==> src/sv/cascaded_attitude_pid_quad_mixer_top_defines.svh <==
// ----------------------------------------------------------------------------
// cascaded attitude pid quad mixer - assertion macros
// Shared concurrent check macros for the controller and its mixer stage.
// ----------------------------------------------------------------------------
`ifndef CASCADED_ATTITUDE_PID_QUAD_MIXER_TOP_DEFINES_SVH
`define CASCADED_ATTITUDE_PID_QUAD_MIXER_TOP_DEFINES_SVH

// consequent checked in the same cycle as the antecedent
`define CAPQM_ASSERT_SAME(label, clk, rst, ante, cons) \
  label: assert property (@(posedge clk) disable iff (rst) (ante) |-> (cons)) \
    else $error("capqm: same-cycle check failed");

// consequent checked in the cycle after the antecedent
`define CAPQM_ASSERT_NEXT(label, clk, rst, ante, cons) \
  label: assert property (@(posedge clk) disable iff (rst) (ante) |=> (cons)) \
    else $error("capqm: next-cycle check failed");

`endif

==> src/sv/capqm_pkg.sv <==
// ----------------------------------------------------------------------------
// capqm_pkg
// Types, register codes and constants of the cascaded attitude controller.
// ----------------------------------------------------------------------------
`timescale 1ns / 1ps

package capqm_pkg;

  localparam int FRAC_BITS_DEF   = 8;
  localparam int STATE_WIDTH_DEF = 32;

  localparam int FIELD_W   = 16;
  localparam int GAIN_W    = 16;
  localparam int GAIN_FRAC = 8;
  localparam int THR_W     = 12;
  localparam int CFG_IDX_W = 3;

  // loop limits in whole degrees
  localparam int ANGLE_INC_DEG  = 10;
  localparam int ANGLE_INT_DEG  = 1000;
  localparam int ANGLE_ZERO_DEG = 5;
  localparam int RATE_INC_DEG   = 50;
  localparam int RATE_INT_DEG   = 5000;
  localparam int RATE_ZERO_DEG  = 40;

  localparam logic [GAIN_W-1:0] ANGLE_KP_RST = 16'd2560;
  localparam logic [GAIN_W-1:0] ANGLE_KI_RST = 16'd0;
  localparam logic [GAIN_W-1:0] ANGLE_KD_RST = 16'd0;
  localparam logic [GAIN_W-1:0] RATE_KP_RST  = 16'd1152;
  localparam logic [GAIN_W-1:0] RATE_KI_RST  = 16'd0;
  localparam logic [GAIN_W-1:0] RATE_KD_RST  = 16'd5120;
  localparam logic [THR_W-1:0]  BASE_RST     = 12'd1100;

  typedef enum logic [CFG_IDX_W-1:0] {
    REG_ANGLE_KP      = 3'd0,
    REG_ANGLE_KI      = 3'd1,
    REG_ANGLE_KD      = 3'd2,
    REG_RATE_KP       = 3'd3,
    REG_RATE_KI       = 3'd4,
    REG_RATE_KD       = 3'd5,
    REG_BASE_THROTTLE = 3'd6,
    REG_MOTORS_LOCKED = 3'd7
  } cfg_reg_t;

  typedef struct packed {
    logic signed [FIELD_W-1:0] roll_angle;
    logic signed [FIELD_W-1:0] pitch_angle;
    logic signed [FIELD_W-1:0] roll_target;
    logic signed [FIELD_W-1:0] pitch_target;
    logic signed [FIELD_W-1:0] roll_rate;
    logic signed [FIELD_W-1:0] pitch_rate;
  } meas_t;

  typedef struct packed {
    logic signed [FIELD_W-1:0] motor_one;
    logic signed [FIELD_W-1:0] motor_two;
    logic signed [FIELD_W-1:0] motor_three;
    logic signed [FIELD_W-1:0] motor_four;
  } motors_t;

  typedef struct packed {
    logic clear;
    logic load;
    logic accum;
  } mac_ctl_t;

  typedef struct packed {
    logic load;
    logic locked;
  } mix_ctl_t;

  function automatic longint scale_lim(int deg, int frac);
    return longint'(deg) <<< frac;
  endfunction

  function automatic longint sat_max(int w);
    return (64'sd1 <<< (w - 1)) - 64'sd1;
  endfunction

endpackage

==> src/sv/capqm_mac.sv <==
// ----------------------------------------------------------------------------
// capqm_mac
// Shared gain multiplier with a floor-shifting accumulator and output clamp.
// ----------------------------------------------------------------------------
`timescale 1ns / 1ps

module capqm_mac import capqm_pkg::*; #(
  parameter int STATE_WIDTH = STATE_WIDTH_DEF
) (
  input  logic                          clk,
  input  mac_ctl_t                      ctl,
  input  logic [GAIN_W-1:0]             gain,
  input  logic signed [STATE_WIDTH-1:0] opnd,
  output logic signed [STATE_WIDTH-1:0] res
);

  localparam int PW = STATE_WIDTH + GAIN_W + 1;
  localparam int AW = PW - GAIN_FRAC + 2;
  localparam logic signed [AW-1:0] RES_MAX = AW'(sat_max(STATE_WIDTH));
  localparam logic signed [AW-1:0] RES_MIN = AW'(-sat_max(STATE_WIDTH) - 64'sd1);

  logic signed [PW-1:0] prod_full;
  logic signed [PW-1:0] prod;
  logic signed [AW-1:0] term;
  logic signed [AW-1:0] acc;

  assign prod_full = $signed({1'b0, gain}) * opnd;
  // arithmetic shift floors each product on its own
  assign term = AW'(prod >>> GAIN_FRAC);

  always_ff @(posedge clk) begin
    if (ctl.load) begin
      prod <= prod_full;
    end
    if (ctl.clear) begin
      acc <= '0;
    end else if (ctl.accum) begin
      acc <= acc + term;
    end
  end

  always_comb begin
    if (acc > RES_MAX) begin
      res = STATE_WIDTH'(RES_MAX);
    end else if (acc < RES_MIN) begin
      res = STATE_WIDTH'(RES_MIN);
    end else begin
      res = STATE_WIDTH'(acc);
    end
  end

endmodule

==> src/sv/capqm_mix.sv <==
// ----------------------------------------------------------------------------
// capqm_mix
// X mixer for four motors with saturation, and the output item register.
// ----------------------------------------------------------------------------
`timescale 1ns / 1ps
`include "cascaded_attitude_pid_quad_mixer_top_defines.svh"

module capqm_mix import capqm_pkg::*; #(
  parameter int FRAC_BITS   = FRAC_BITS_DEF,
  parameter int STATE_WIDTH = STATE_WIDTH_DEF
) (
  input  logic                          clk,
  input  logic                          rst,
  input  mix_ctl_t                      ctl,
  input  logic [THR_W-1:0]              base,
  input  logic signed [STATE_WIDTH-1:0] roll,
  input  logic signed [STATE_WIDTH-1:0] pitch,
  output logic                          ready,
  output logic                          motor_valid,
  input  logic                          motor_stall,
  output motors_t                       motors
);

  localparam int BW = THR_W + FRAC_BITS + 1;
  localparam int MW = ((STATE_WIDTH > BW) ? STATE_WIDTH : BW) + 2;
  localparam logic signed [MW-1:0] M_MAX  = MW'(32767);
  localparam logic signed [MW-1:0] M_MIN  = MW'(-32768);
  localparam logic signed [MW-1:0] F_MASK = MW'((64'sd1 <<< FRAC_BITS) - 64'sd1);

  logic signed [MW-1:0] b_fix;
  logic signed [MW-1:0] p_ext;
  logic signed [MW-1:0] r_ext;
  motors_t              mixed;

  // truncate toward zero to whole units, then clamp to int16
  function automatic logic signed [FIELD_W-1:0] motor_of(logic signed [MW-1:0] s);
    logic signed [MW-1:0] adj;
    logic signed [MW-1:0] q;
    adj = s + (s[MW-1] ? F_MASK : MW'(0));
    q   = adj >>> FRAC_BITS;
    if (q > M_MAX) begin
      return FIELD_W'(M_MAX);
    end else if (q < M_MIN) begin
      return FIELD_W'(M_MIN);
    end
    return FIELD_W'(q);
  endfunction

  assign b_fix = MW'({1'b0, base}) <<< FRAC_BITS;
  assign p_ext = MW'(pitch);
  assign r_ext = MW'(roll);

  always_comb begin
    if (ctl.locked) begin
      mixed.motor_one   = $signed(FIELD_W'(base));
      mixed.motor_two   = $signed(FIELD_W'(base));
      mixed.motor_three = $signed(FIELD_W'(base));
      mixed.motor_four  = $signed(FIELD_W'(base));
    end else begin
      mixed.motor_one   = motor_of(b_fix + p_ext + r_ext);
      mixed.motor_two   = motor_of(b_fix + p_ext - r_ext);
      mixed.motor_three = motor_of(b_fix - p_ext - r_ext);
      mixed.motor_four  = motor_of(b_fix - p_ext + r_ext);
    end
  end

  assign ready = !motor_valid || !motor_stall;

  always_ff @(posedge clk) begin
    if (rst) begin
      motor_valid <= 1'b0;
    end else if (ctl.load) begin
      motor_valid <= 1'b1;
    end else if (!motor_stall) begin
      motor_valid <= 1'b0;
    end
  end

  always_ff @(posedge clk) begin
    if (ctl.load) begin
      motors <= mixed;
    end
  end

  `CAPQM_ASSERT_SAME(a_load_when_ready, clk, rst, ctl.load, ready)
  `CAPQM_ASSERT_NEXT(a_locked_base, clk, rst, ctl.load && ctl.locked, motors.motor_three == $past({4'b0, base}))

endmodule

==> src/sv/cascaded_attitude_pid_quad_mixer_top.sv <==
// ----------------------------------------------------------------------------
// cascaded_attitude_pid_quad_mixer_top
// Cascaded angle/rate PID for roll and pitch on one shared multiplier,
// followed by an X mixer for four motors.
// ----------------------------------------------------------------------------
//  channel   | signals                         | direction
//  ----------+---------------------------------+----------
//  meas      | meas_valid, meas_stall, meas    | in
//  motors    | motor_valid, motor_stall, motors| out
//  config    | cfg_we, cfg_index, cfg_data     | in
//
//  an item is accepted in idle, then runs four loops on the shared multiplier,
//  each through error, three products, accumulate and clamp, then the mix step.
//  meas_stall is high from acceptance until the mix cycle has passed.
//  the mix cycle waits while the output register holds an item under stall.
//  reset (rst, synchronous) clears gains to defaults and all loop state.
// ----------------------------------------------------------------------------
`timescale 1ns / 1ps
`include "cascaded_attitude_pid_quad_mixer_top_defines.svh"

module cascaded_attitude_pid_quad_mixer_top import capqm_pkg::*; #(
  parameter int FRAC_BITS   = FRAC_BITS_DEF,
  parameter int STATE_WIDTH = STATE_WIDTH_DEF
) (
  input  logic                 clk,
  input  logic                 rst,
  input  logic                 meas_valid,
  output logic                 meas_stall,
  input  meas_t                meas,
  output logic                 motor_valid,
  input  logic                 motor_stall,
  output motors_t              motors,
  input  logic                 cfg_we,
  input  logic [CFG_IDX_W-1:0] cfg_index,
  input  logic [GAIN_W-1:0]    cfg_data
);

  localparam int SW  = STATE_WIDTH;
  localparam int SW1 = STATE_WIDTH + 1;

  localparam longint ST_MAX = sat_max(SW);
  localparam longint ST_MIN = -ST_MAX - 64'sd1;
  localparam longint A_INT  = scale_lim(ANGLE_INT_DEG, FRAC_BITS);
  localparam longint R_INT  = scale_lim(RATE_INT_DEG, FRAC_BITS);
  localparam longint A_HI   = (A_INT < ST_MAX) ? A_INT : ST_MAX;
  localparam longint A_LO   = (-A_INT > ST_MIN) ? -A_INT : ST_MIN;
  localparam longint R_HI   = (R_INT < ST_MAX) ? R_INT : ST_MAX;
  localparam longint R_LO   = (-R_INT > ST_MIN) ? -R_INT : ST_MIN;

  localparam logic signed [SW1-1:0] ST_MAX_V = SW1'(ST_MAX);
  localparam logic signed [SW1-1:0] ST_MIN_V = SW1'(ST_MIN);
  localparam logic signed [SW1-1:0] A_HI_V   = SW1'(A_HI);
  localparam logic signed [SW1-1:0] A_LO_V   = SW1'(A_LO);
  localparam logic signed [SW1-1:0] R_HI_V   = SW1'(R_HI);
  localparam logic signed [SW1-1:0] R_LO_V   = SW1'(R_LO);
  localparam logic signed [SW-1:0]  A_HI_SW  = SW'(A_HI);
  localparam logic signed [SW-1:0]  A_LO_SW  = SW'(A_LO);

  localparam logic signed [SW-1:0] A_INC_V  = SW'(scale_lim(ANGLE_INC_DEG, FRAC_BITS));
  localparam logic signed [SW-1:0] R_INC_V  = SW'(scale_lim(RATE_INC_DEG, FRAC_BITS));
  localparam logic signed [SW-1:0] A_ZERO_V = SW'(scale_lim(ANGLE_ZERO_DEG, FRAC_BITS));
  localparam logic signed [SW-1:0] R_ZERO_V = SW'(scale_lim(RATE_ZERO_DEG, FRAC_BITS));

  localparam logic signed [17:0] F_MASK18 = 18'((64'sd1 <<< FRAC_BITS) - 64'sd1);
  localparam logic signed [17:0] ONE18    = 18'(64'sd1 <<< FRAC_BITS);

  localparam logic [1:0] LOOP_ROLL_ANGLE  = 2'd0;
  localparam logic [1:0] LOOP_ROLL_RATE   = 2'd1;
  localparam logic [1:0] LOOP_PITCH_RATE  = 2'd3;

  typedef enum logic [7:0] {
    S_IDLE = 8'b0000_0001,
    S_ERR  = 8'b0000_0010,
    S_MP   = 8'b0000_0100,
    S_MI   = 8'b0000_1000,
    S_MD   = 8'b0001_0000,
    S_AC   = 8'b0010_0000,
    S_SAT  = 8'b0100_0000,
    S_MIX  = 8'b1000_0000
  } state_t;

  // configuration
  logic [GAIN_W-1:0] angle_kp;
  logic [GAIN_W-1:0] angle_ki;
  logic [GAIN_W-1:0] angle_kd;
  logic [GAIN_W-1:0] rate_kp;
  logic [GAIN_W-1:0] rate_ki;
  logic [GAIN_W-1:0] rate_kd;
  logic [THR_W-1:0]  base_throttle;
  logic              motors_locked;

  // sequencer
  state_t     state;
  state_t     state_next;
  logic [1:0] loop_sel;
  logic [1:0] loop_sel_next;

  // per-item and loop state
  meas_t                  meas_hold;
  logic signed [SW-1:0]   integ [4];
  logic signed [SW-1:0]   last_err [4];
  logic signed [SW-1:0]   err_val;
  logic signed [SW-1:0]   int_val;
  logic signed [SW-1:0]   dif_val;
  logic signed [SW-1:0]   loop_out;
  logic signed [SW-1:0]   roll_drv;
  logic signed [SW-1:0]   pitch_drv;

  // error path
  logic                   is_rate;
  logic                   is_pitch;
  logic signed [FIELD_W-1:0] ang_sel;
  logic signed [FIELD_W-1:0] tgt_sel;
  logic signed [FIELD_W-1:0] rate_sel;
  logic signed [17:0]     ang18;
  logic signed [17:0]     ang_whole;
  logic signed [18:0]     e_ang;
  logic signed [SW-1:0]   e_rate;
  logic signed [SW-1:0]   e_cur;
  logic signed [SW-1:0]   inc_lim;
  logic signed [SW-1:0]   zero_lim;
  logic signed [SW1-1:0]  int_hi;
  logic signed [SW1-1:0]  int_lo;
  logic signed [SW-1:0]   inc;
  logic signed [SW1-1:0]  int_sum;
  logic signed [SW-1:0]   int_new;
  logic signed [SW-1:0]   dif_new;

  // shared unit and mixer hookup
  mac_ctl_t               mac_ctl;
  logic [GAIN_W-1:0]      mac_gain;
  logic signed [SW-1:0]   mac_opnd;
  logic signed [SW-1:0]   mac_res;
  mix_ctl_t               mix_ctl;
  logic                   mix_rdy;

  function automatic logic signed [SW-1:0] sat_sw(logic signed [SW1-1:0] x);
    if (x > ST_MAX_V) begin
      return SW'(ST_MAX_V);
    end else if (x < ST_MIN_V) begin
      return SW'(ST_MIN_V);
    end
    return SW'(x);
  endfunction

  always_ff @(posedge clk) begin
    if (rst) begin
      angle_kp      <= ANGLE_KP_RST;
      angle_ki      <= ANGLE_KI_RST;
      angle_kd      <= ANGLE_KD_RST;
      rate_kp       <= RATE_KP_RST;
      rate_ki       <= RATE_KI_RST;
      rate_kd       <= RATE_KD_RST;
      base_throttle <= BASE_RST;
      motors_locked <= 1'b0;
    end else if (cfg_we) begin
      case (cfg_reg_t'(cfg_index))
        REG_ANGLE_KP:      angle_kp      <= cfg_data;
        REG_ANGLE_KI:      angle_ki      <= cfg_data;
        REG_ANGLE_KD:      angle_kd      <= cfg_data;
        REG_RATE_KP:       rate_kp       <= cfg_data;
        REG_RATE_KI:       rate_ki       <= cfg_data;
        REG_RATE_KD:       rate_kd       <= cfg_data;
        REG_BASE_THROTTLE: base_throttle <= cfg_data[THR_W-1:0];
        REG_MOTORS_LOCKED: motors_locked <= cfg_data[0];
        default: begin
        end
      endcase
    end
  end

  // loop order: roll angle, roll rate, pitch angle, pitch rate
  assign is_rate  = loop_sel[0];
  assign is_pitch = loop_sel[1];

  always_comb begin
    ang_sel  = is_pitch ? meas_hold.pitch_angle  : meas_hold.roll_angle;
    tgt_sel  = is_pitch ? meas_hold.pitch_target : meas_hold.roll_target;
    rate_sel = is_pitch ? meas_hold.pitch_rate   : meas_hold.roll_rate;

    // whole degrees, truncated toward zero
    ang18     = 18'(ang_sel);
    ang_whole = (ang18 & ~F_MASK18) +
                (((ang18 < 0) && ((ang18 & F_MASK18) != '0)) ? ONE18 : 18'sd0);
    e_ang     = 19'(tgt_sel) - 19'(ang_whole);
    e_rate    = sat_sw(SW1'(rate_sel) + SW1'(loop_out));
    e_cur     = is_rate ? e_rate : SW'(e_ang);

    inc_lim  = is_rate ? R_INC_V  : A_INC_V;
    zero_lim = is_rate ? R_ZERO_V : A_ZERO_V;
    int_hi   = is_rate ? R_HI_V   : A_HI_V;
    int_lo   = is_rate ? R_LO_V   : A_LO_V;

    if (e_cur > inc_lim) begin
      inc = inc_lim;
    end else if (e_cur < -inc_lim) begin
      inc = -inc_lim;
    end else begin
      inc = e_cur;
    end

    int_sum = SW1'(integ[loop_sel]) + SW1'(inc);
    if ((e_cur > zero_lim) || (e_cur < -zero_lim)) begin
      int_new = '0;
    end else if (int_sum > int_hi) begin
      int_new = SW'(int_hi);
    end else if (int_sum < int_lo) begin
      int_new = SW'(int_lo);
    end else begin
      int_new = SW'(int_sum);
    end

    dif_new = sat_sw(SW1'(e_cur) - SW1'(last_err[loop_sel]));
  end

  always_comb begin
    state_next    = state;
    loop_sel_next = loop_sel;
    case (state)
      S_IDLE: begin
        if (meas_valid) begin
          state_next    = S_ERR;
          loop_sel_next = LOOP_ROLL_ANGLE;
        end
      end
      S_ERR: state_next = S_MP;
      S_MP:  state_next = S_MI;
      S_MI:  state_next = S_MD;
      S_MD:  state_next = S_AC;
      S_AC:  state_next = S_SAT;
      S_SAT: begin
        if (loop_sel == LOOP_PITCH_RATE) begin
          state_next = S_MIX;
        end else begin
          state_next    = S_ERR;
          loop_sel_next = loop_sel + 2'd1;
        end
      end
      S_MIX: begin
        if (mix_rdy) begin
          state_next = S_IDLE;
        end
      end
      default: state_next = S_IDLE;
    endcase
  end

  always_ff @(posedge clk) begin
    if (rst) begin
      state    <= S_IDLE;
      loop_sel <= LOOP_ROLL_ANGLE;
    end else begin
      state    <= state_next;
      loop_sel <= loop_sel_next;
    end
  end

  assign meas_stall = (state != S_IDLE);

  always_ff @(posedge clk) begin
    if (rst) begin
      for (int k = 0; k < 4; k++) begin
        integ[k]    <= '0;
        last_err[k] <= '0;
      end
    end else if (state == S_ERR) begin
      integ[loop_sel]    <= int_new;
      last_err[loop_sel] <= e_cur;
    end
  end

  always_ff @(posedge clk) begin
    if (meas_valid && !meas_stall) begin
      meas_hold <= meas;
    end
    if (state == S_ERR) begin
      err_val <= e_cur;
      int_val <= int_new;
      dif_val <= dif_new;
    end
    if (state == S_SAT) begin
      loop_out <= mac_res;
      if (loop_sel == LOOP_ROLL_RATE) begin
        roll_drv <= mac_res;
      end
      if (loop_sel == LOOP_PITCH_RATE) begin
        pitch_drv <= mac_res;
      end
    end
  end

  always_comb begin
    mac_ctl.clear = (state == S_ERR);
    mac_ctl.load  = (state == S_MP) || (state == S_MI) || (state == S_MD);
    mac_ctl.accum = (state == S_MI) || (state == S_MD) || (state == S_AC);
    case (state)
      S_MP: begin
        mac_gain = is_rate ? rate_kp : angle_kp;
        mac_opnd = err_val;
      end
      S_MI: begin
        mac_gain = is_rate ? rate_ki : angle_ki;
        mac_opnd = int_val;
      end
      default: begin
        mac_gain = is_rate ? rate_kd : angle_kd;
        mac_opnd = dif_val;
      end
    endcase
  end

  capqm_mac #(
    .STATE_WIDTH (STATE_WIDTH)
  ) u_mac (
    .clk  (clk),
    .ctl  (mac_ctl),
    .gain (mac_gain),
    .opnd (mac_opnd),
    .res  (mac_res)
  );

  assign mix_ctl.load   = (state == S_MIX) && mix_rdy;
  assign mix_ctl.locked = motors_locked;

  capqm_mix #(
    .FRAC_BITS   (FRAC_BITS),
    .STATE_WIDTH (STATE_WIDTH)
  ) u_mix (
    .clk         (clk),
    .rst         (rst),
    .ctl         (mix_ctl),
    .base        (base_throttle),
    .roll        (roll_drv),
    .pitch       (pitch_drv),
    .ready       (mix_rdy),
    .motor_valid (motor_valid),
    .motor_stall (motor_stall),
    .motors      (motors)
  );

  `CAPQM_ASSERT_NEXT(a_accept_starts, clk, rst, meas_valid && !meas_stall, state == S_ERR && loop_sel == LOOP_ROLL_ANGLE)
  `CAPQM_ASSERT_SAME(a_integ_bound, clk, rst, 1'b1, integ[LOOP_ROLL_ANGLE] <= A_HI_SW && integ[LOOP_ROLL_ANGLE] >= A_LO_SW)
  `CAPQM_ASSERT_NEXT(a_mix_delivers, clk, rst, state == S_MIX && mix_rdy, motor_valid && state == S_IDLE)

endmodule
==> config.mk <==
export PLATFORM = sky130hd
export DESIGN_NAME = cascaded_attitude_pid_quad_mixer_top
export DESIGN_NICKNAME = d
export VERILOG_FILES = /design/src/sv/capqm_pkg.sv /design/src/sv/capqm_mac.sv /design/src/sv/capqm_mix.sv /design/src/sv/cascaded_attitude_pid_quad_mixer_top.sv
export VERILOG_INCLUDE_DIRS = /design/src /design/src/sv
export SDC_FILE = /design/constraint.sdc
export NUM_CORES = 2
export LEC_CHECK = 0
export BUFFER_PORTS_ARGS = -buffer_cell sky130_fd_sc_hd__buf_2
export CAP_MARGIN = 10
export CELL_PAD_IN_SITES_DETAIL_PLACEMENT = 2
export CELL_PAD_IN_SITES_GLOBAL_PLACEMENT = 2
export CORE_MARGIN = 2
export CORE_UTILIZATION = 46
export CTS_BUF_LIST = sky130_fd_sc_hd__clkbuf_4
export CTS_CLUSTER_DIAMETER = 150
export DETAILED_ROUTE_END_ITERATION = 16
export HOLD_SLACK_MARGIN = 0.08
export PLACE_DENSITY = 0.94
export SLEW_MARGIN = 20
export SYNTH_ARGS = -nofsm -noshare
export SYNTH_HDL_FRONTEND = slang
export SYNTH_SLANG_ARGS = --single-unit
==> constraint.sdc <==
create_clock -name clk -period 22.9 [get_ports clk]
set_clock_uncertainty 0.15 [all_clocks]
set_input_delay 5.725 -clock clk [delete_from_list [all_inputs] [get_ports clk]]
set_output_delay 5.725 -clock clk [all_outputs]
set_load 0.05 [all_outputs]
After elaboration in Yosys (flattened, before gate mapping)
Memory sizes are Yosys's and may differ from the RTL's. A register that Yosys moved wholly into a read port is not among the register bits.
Cells that the tools add are included.
{ "word_totals": {"regBits": 564, "latch_bits": 0, "ramBits": 256, "rom_bits": 0, "out_inout_bits": 66, "word_cells": 211, "mem_count": 2} }
{ "op_classes": {"addsub": 19, "multipliers": 1, "n_div": 0, "order_cmp": 21, "eq_ne": 22, "shift": 0, "mux": 84, "bitwise": 0, "n_reduce_logical": 29} }
{ "memory_table": {"columns": ["name", "depth", "width", "read_ports", "rd_clocked_by_memory_dff", "write_ports", "line", "rtl"], "rows": [
  ["integ", 4, 32, 1, 1, 4, "cascaded_attitude_pid_quad_mixer_top.sv:100", "logic signed [SW-1:0] integ [4];"],
  ["last_err", 4, 32, 1, 1, 4, "cascaded_attitude_pid_quad_mixer_top.sv:101", "logic signed [SW-1:0] last_err [4];"]
]} }
{ "op_table": {"columns": ["cell", "count"], "rows": [
  ["32-bit two-way mux", 16],
  ["16-bit two-way mux", 18],
  ["34-bit by 9-bit adder with 34-bit output", 4],
  ["26-bit by 16-bit > comparator with 1-bit output (second input constant)", 4],
  ["26-bit by 16-bit < comparator with 1-bit output (second input constant)", 4],
  ["33-bit by 32-bit adder with 34-bit output", 2],
  ["33-bit by 32-bit subtractor with 34-bit output", 2],
  ["33-bit by 32-bit > comparator with 1-bit output (second input constant)", 2],
  ["33-bit by 32-bit < comparator with 1-bit output (second input constant)", 2],
  ["32-bit by 15-bit > comparator with 1-bit output", 2],
  ["32-bit < comparator", 2],
  ["14-bit negation with 32-bit output", 2],
  ["32-bit case mux with 2 select lines", 1],
  ["8-bit case mux with 8 select lines", 1],
  ["32-bit OR reduction", 2],
  ["60-bit two-way mux", 1],
  ["8-bit two-way mux", 7],
  ["17-bit by 32-bit multiplier with 49-bit output", 1],
  ["43-bit by 41-bit adder with 43-bit output", 1],
  ["43-bit by 32-bit > comparator with 1-bit output (second input constant)", 1],
  ["43-bit by 32-bit < comparator with 1-bit output (second input constant)", 1],
  ["21-bit two-way mux", 2],
  ["16-bit by 32-bit adder with 33-bit output", 1],
  ["21-bit by 32-bit adder with 33-bit output", 1],
  ["39 further kinds", 96]
]} }

Longest topological paths before layout
{ "depth": {"word_depth": 16, "mapped_depth": 54, "depth_no_buf": 47} }

Modules after synthesis
From an unflattened synthesis, not the netlist that was laid out.
{ "unflattened": {"cells_unflattened": 7630, "area_unflattened_um2": 71557.4} }
{ "by_module_without_submodules": {"columns": ["module", "n_inst", "cells_per_inst", "area_per_inst_um2", "seq_area_each_um2"], "rows": [
  ["cascaded_attitude_pid_quad_mixer_top", 1, 3003, 33417.0, 18758.0],
  ["capqm_mac", 1, 2546, 22871.9, 2092.0],
  ["capqm_mix", 1, 2081, 15268.4, 1941.9]
]} }

Worst setup path after synthesis
Ideal clock, no wire load.
{ "synth_path": {"path_type": "register -> register", "from": "register loop_sel[1]", "to": "memory integ[1][14] (netlist bit) (data pin)", "arrival_time_ps": 10884, "path_slack_ps": 11601, "stages_incl_launch_ff": 46, "path_cell_list": "dfxtp_1 -> clkbuf_1 -> clkbuf_1 -> buf_1 -> clkbuf_1 -> mux2_2 -> ha_1 -> clkbuf_1 -> nand4_1 -> nor3_1 -> a21oi_1 -> a31o_2 -> nand3_1 -> nand4_1 -> nand3_1 -> a21oi_1 -> nor2_1 -> inv_1 -> [10 not listed] -> a21oi_1 -> o2111ai_1 -> a2111oi_1 -> o31ai_1 -> xor2_1 -> ha_1 -> nor4b_1 -> nand4_1 -> and4b_1 -> nand4_1 -> or4_1 -> o22ai_1 -> nand4b_1 -> o21ai_1 -> clkbuf_1 -> nor2b_1 -> o32a_1 -> nor2_1"} }
{ "synth_rtl": {"columns": ["item", "line", "rtl"], "rows": [
  ["start: declaration", "cascaded_attitude_pid_quad_mixer_top.sv:95", "logic [1:0] loop_sel;"],
  ["start signal: assignment", "cascaded_attitude_pid_quad_mixer_top.sv:254", "loop_sel <= loop_sel_next;"],
  ["end: declaration", "cascaded_attitude_pid_quad_mixer_top.sv:100", null]
]} }

==> qor.txt <==
Status -> finished with violations
Failing checks -> capacitance limit, slew limit
Compound-cell area share of the yosys netlist -> 13.7%
Adder-cell area share of the yosys netlist -> 22.9%
Num ports -> 186
Minimum clock period -> 18.51 ns
CP max stage cell -> nor3_2
Overflow after GRT -> 0
CP required -> 23.98 ns
Clk_lat worst skew -> 1.47 ns
Largest net degree at the start of global routing -> 93
R2R setup slack -> 4.39 ns
CP arrival -> 19.59 ns
Mux cell area share after synthesis -> 3.37%
Synth unique cells -> 98
Pwr/cell area -> 100 nW/µm²
DP Worst Slack -> 7.79 ns
Final #Nets -> 8520
Die area -> 153000 µm²
Initial cell density of the core -> 46.2%
DR vias -> 72400
PortBufs -> 185
Via-per-instance ratio -> 7.44
FMAX -> 54.0 MHz
Synth Area in XOR/XNOR -> 4.60%
Cts repair resizes -> 0
Max stage delay on crit path -> 1.01 ns
Synthesis-stage register bit count -> 814
Period Utilization, post-route -> 80.8%
TNS Setup -> 0 ns
Total setup buffers inserted after CTS -> 0
Most frequent cells in the layout -> 869 x nand2_1, 784 x inv_1, 675 x nor2_1
CTS max path bufs -> 3
DR pass1 iterations -> 8
Startpoint Class -> flip-flop
Max cap viols -> 3
Clock-pin slew on the worst setup and hold paths -> 0.21 ns
# DRC -> 0
Final Hold Vio Count -> 0
Final WS setup -> 4.39 ns
Design Power -> 0.00757 W
Setup violations, final -> 0
Root buffer cell -> clkbuf_4
Worst VDD drop -> 0.000140 V
Largest family of logic cells by synthesized area -> adder cells
Worst setup EP type -> flip-flop
Yosys warnings -> 0
Area grow syn2layout -> 9.07%
Simple-Gate Fraction of Synth Area -> 16.1%
Post-CTS Hold Buffers -> 0
RSZ-0062 raised after global routing -> no
Commonest non-fill, non-tap cell in the layout -> nand2_1
Seq/Total Area, Yosys -> 33.0%
Vias in the first global route -> 74200
Initial antenna violation count -> 86
Crit-path max FO -> 55
First-pass GRT wire length -> 540000 µm
GR Util All Layers -> 48.9%
DP HPWL -> 239000 µm
Leak pwr -> 30.7 nW
CTS tree -> built
DR iter-0 viols -> 11500
FP Rows -> 142
Core area -> 149000 µm²
DRT Wirelength -> 430000 µm
Gpl congestion -> 1.01
Cell mode on critical path -> ha_1
Cells after Synth -> 7292
Setup Crit Path Kind -> flip-flop to flip-flop
Worst slew margin -> -10.6%
Drt wl/cell -> 44.2 µm
Asr flop ratio synth -> 0%
Post-Syn Area -> 69000 µm²
Min-delay worst type -> flip-flop to flip-flop
Post-Syn Nets -> 8376
TritonCTS Buffers -> 226
Height of the die -> 391 µm
DIE WIDTH -> 391 µm
Syn Area/Cell -> 9.47 µm²
Max-slew violations -> 6
Share of cells above drive strength 1 -> 11.2%
Worst slew pin tran -> 1.64 ns
Main synth FF type -> edfxtp_1
H-tree depth reported by CTS -> 4
Post-synth EDFFs -> 649
ANT nets after route -> 0
CTS sink cnt -> 814
-- flip-flops by register name, summed over array words and instances, names as in the netlist, 32 cells and up, named ones only --
name          flops
integ           128
last_err        128
meas_hold        96
u_mix.motors     64
u_mac.acc        43
u_mac.prod       41
dif_val          32
err_val          32
int_val          32
loop_out         32
pitch_drv        32
roll_drv         32
-- worst max-delay path, delay by kind of cell (launching register included) --
family,cells,cell delay (ns)
compound gates,13,3.93
buf+inv,4,1.53
flops,1,0.63
xor+xnor,1,0.69
simple gates,20,7.92
fa+ha+maj,7,2.88
mux,1,0.43
-- layer usage --
metal,track usage [%],wire [µm]
met5,0.287,1140
met3,17.8,59400
met2,76.6,181000
met4,47.9,59600
met1,50.0,129000
-- final cells by class --
class | instances | area (µm²)
multi-input cells | 5343 | 42200
repair buffers | 265 | 1560
clock inverters | 70 | 468
inverters | 786 | 2950
clock buffers | 341 | 2560
diodes | 97 | 243
fillers | 15600 | 74100
flip-flops and latches | 814 | 22800
well taps | 2016 | 2520
-- through the flow --
stage               area (µm²)  util, %  hold slack [ns]  cells
floorplan                69000        -            0.283   7292
global route             75200     50.3            0.336   9669
CTS                      74900     50.2            0.315   9628
global placement         71900     48.1            0.288   9217
finish                   75300     50.4            0.315   9732
detailed placement       71900     48.1            0.303   9217
-- cells by family (layout without fill, tap and decap cells) --
kind of cell | Yosys count | count (layout)
DFF | 814 | 814
AOI/OAI and AO/OA | 1434 | 1434
adders and majority gates | 969 | 969
muxes | 149 | 149
other | 0 | 97
and+or+nand+nor | 2428 | 2428
xor gates and xnor gates | 363 | 363
buffers and inverters | 1135 | 1462
-- where the power goes --
part           switching (W)  leakage (nW)  total, W  internal (W)
Combinational        0.00302          21.3   0.00398      0.000961
Clock               0.000962          1.78   0.00166      0.000702
Sequential          0.000102          7.58   0.00192       0.00182
-- synth_stat cells, drive strengths merged (24+ instances only) --
master	n	share of area (%)
a2111oi	24	0.31
a211oi	47	0.51
a21o	127	1.4
a21oi	467	3.4
a221o	36	0.52
a221oi	39	0.49
a31oi	43	0.39
and2	113	1.0
and3	39	0.35
buf	48	0.36
clkbuf	301	1.6
dfxtp	165	4.8
edfxtp	649	28
fa	497	14
ha	467	8.5
inv	784	4.3
mux2	30	0.49
mux2i	55	0.80
mux4	64	2.1
nand2	872	4.7
nand2b	74	0.67
nand3	94	0.68
nand3b	26	0.30
nand4	63	0.57
nor2	682	3.7
nor2b	82	0.74
nor3	213	1.6
nor4	33	0.30
o211ai	42	0.46
o21a	103	1.1
o21ai	223	1.6
o21bai	47	0.51
o31ai	32	0.36
or2	45	0.41
or3	34	0.31
xnor2	243	3.1
xor2	120	1.5
-- worst paths after layout --
path / end / cells past startpoint / from
worst max register to register: integ[0][1] / 46 / loop_sel[1]
worst min-delay path: angle_kp[2] / 2 / angle_kp[2]
worst min register to register: angle_kp[2] / 2 / angle_kp[2]
worst max-delay path: integ[0][1] / 46 / loop_sel[1]
No activity file was read; power rests on OpenSTA's default activity.
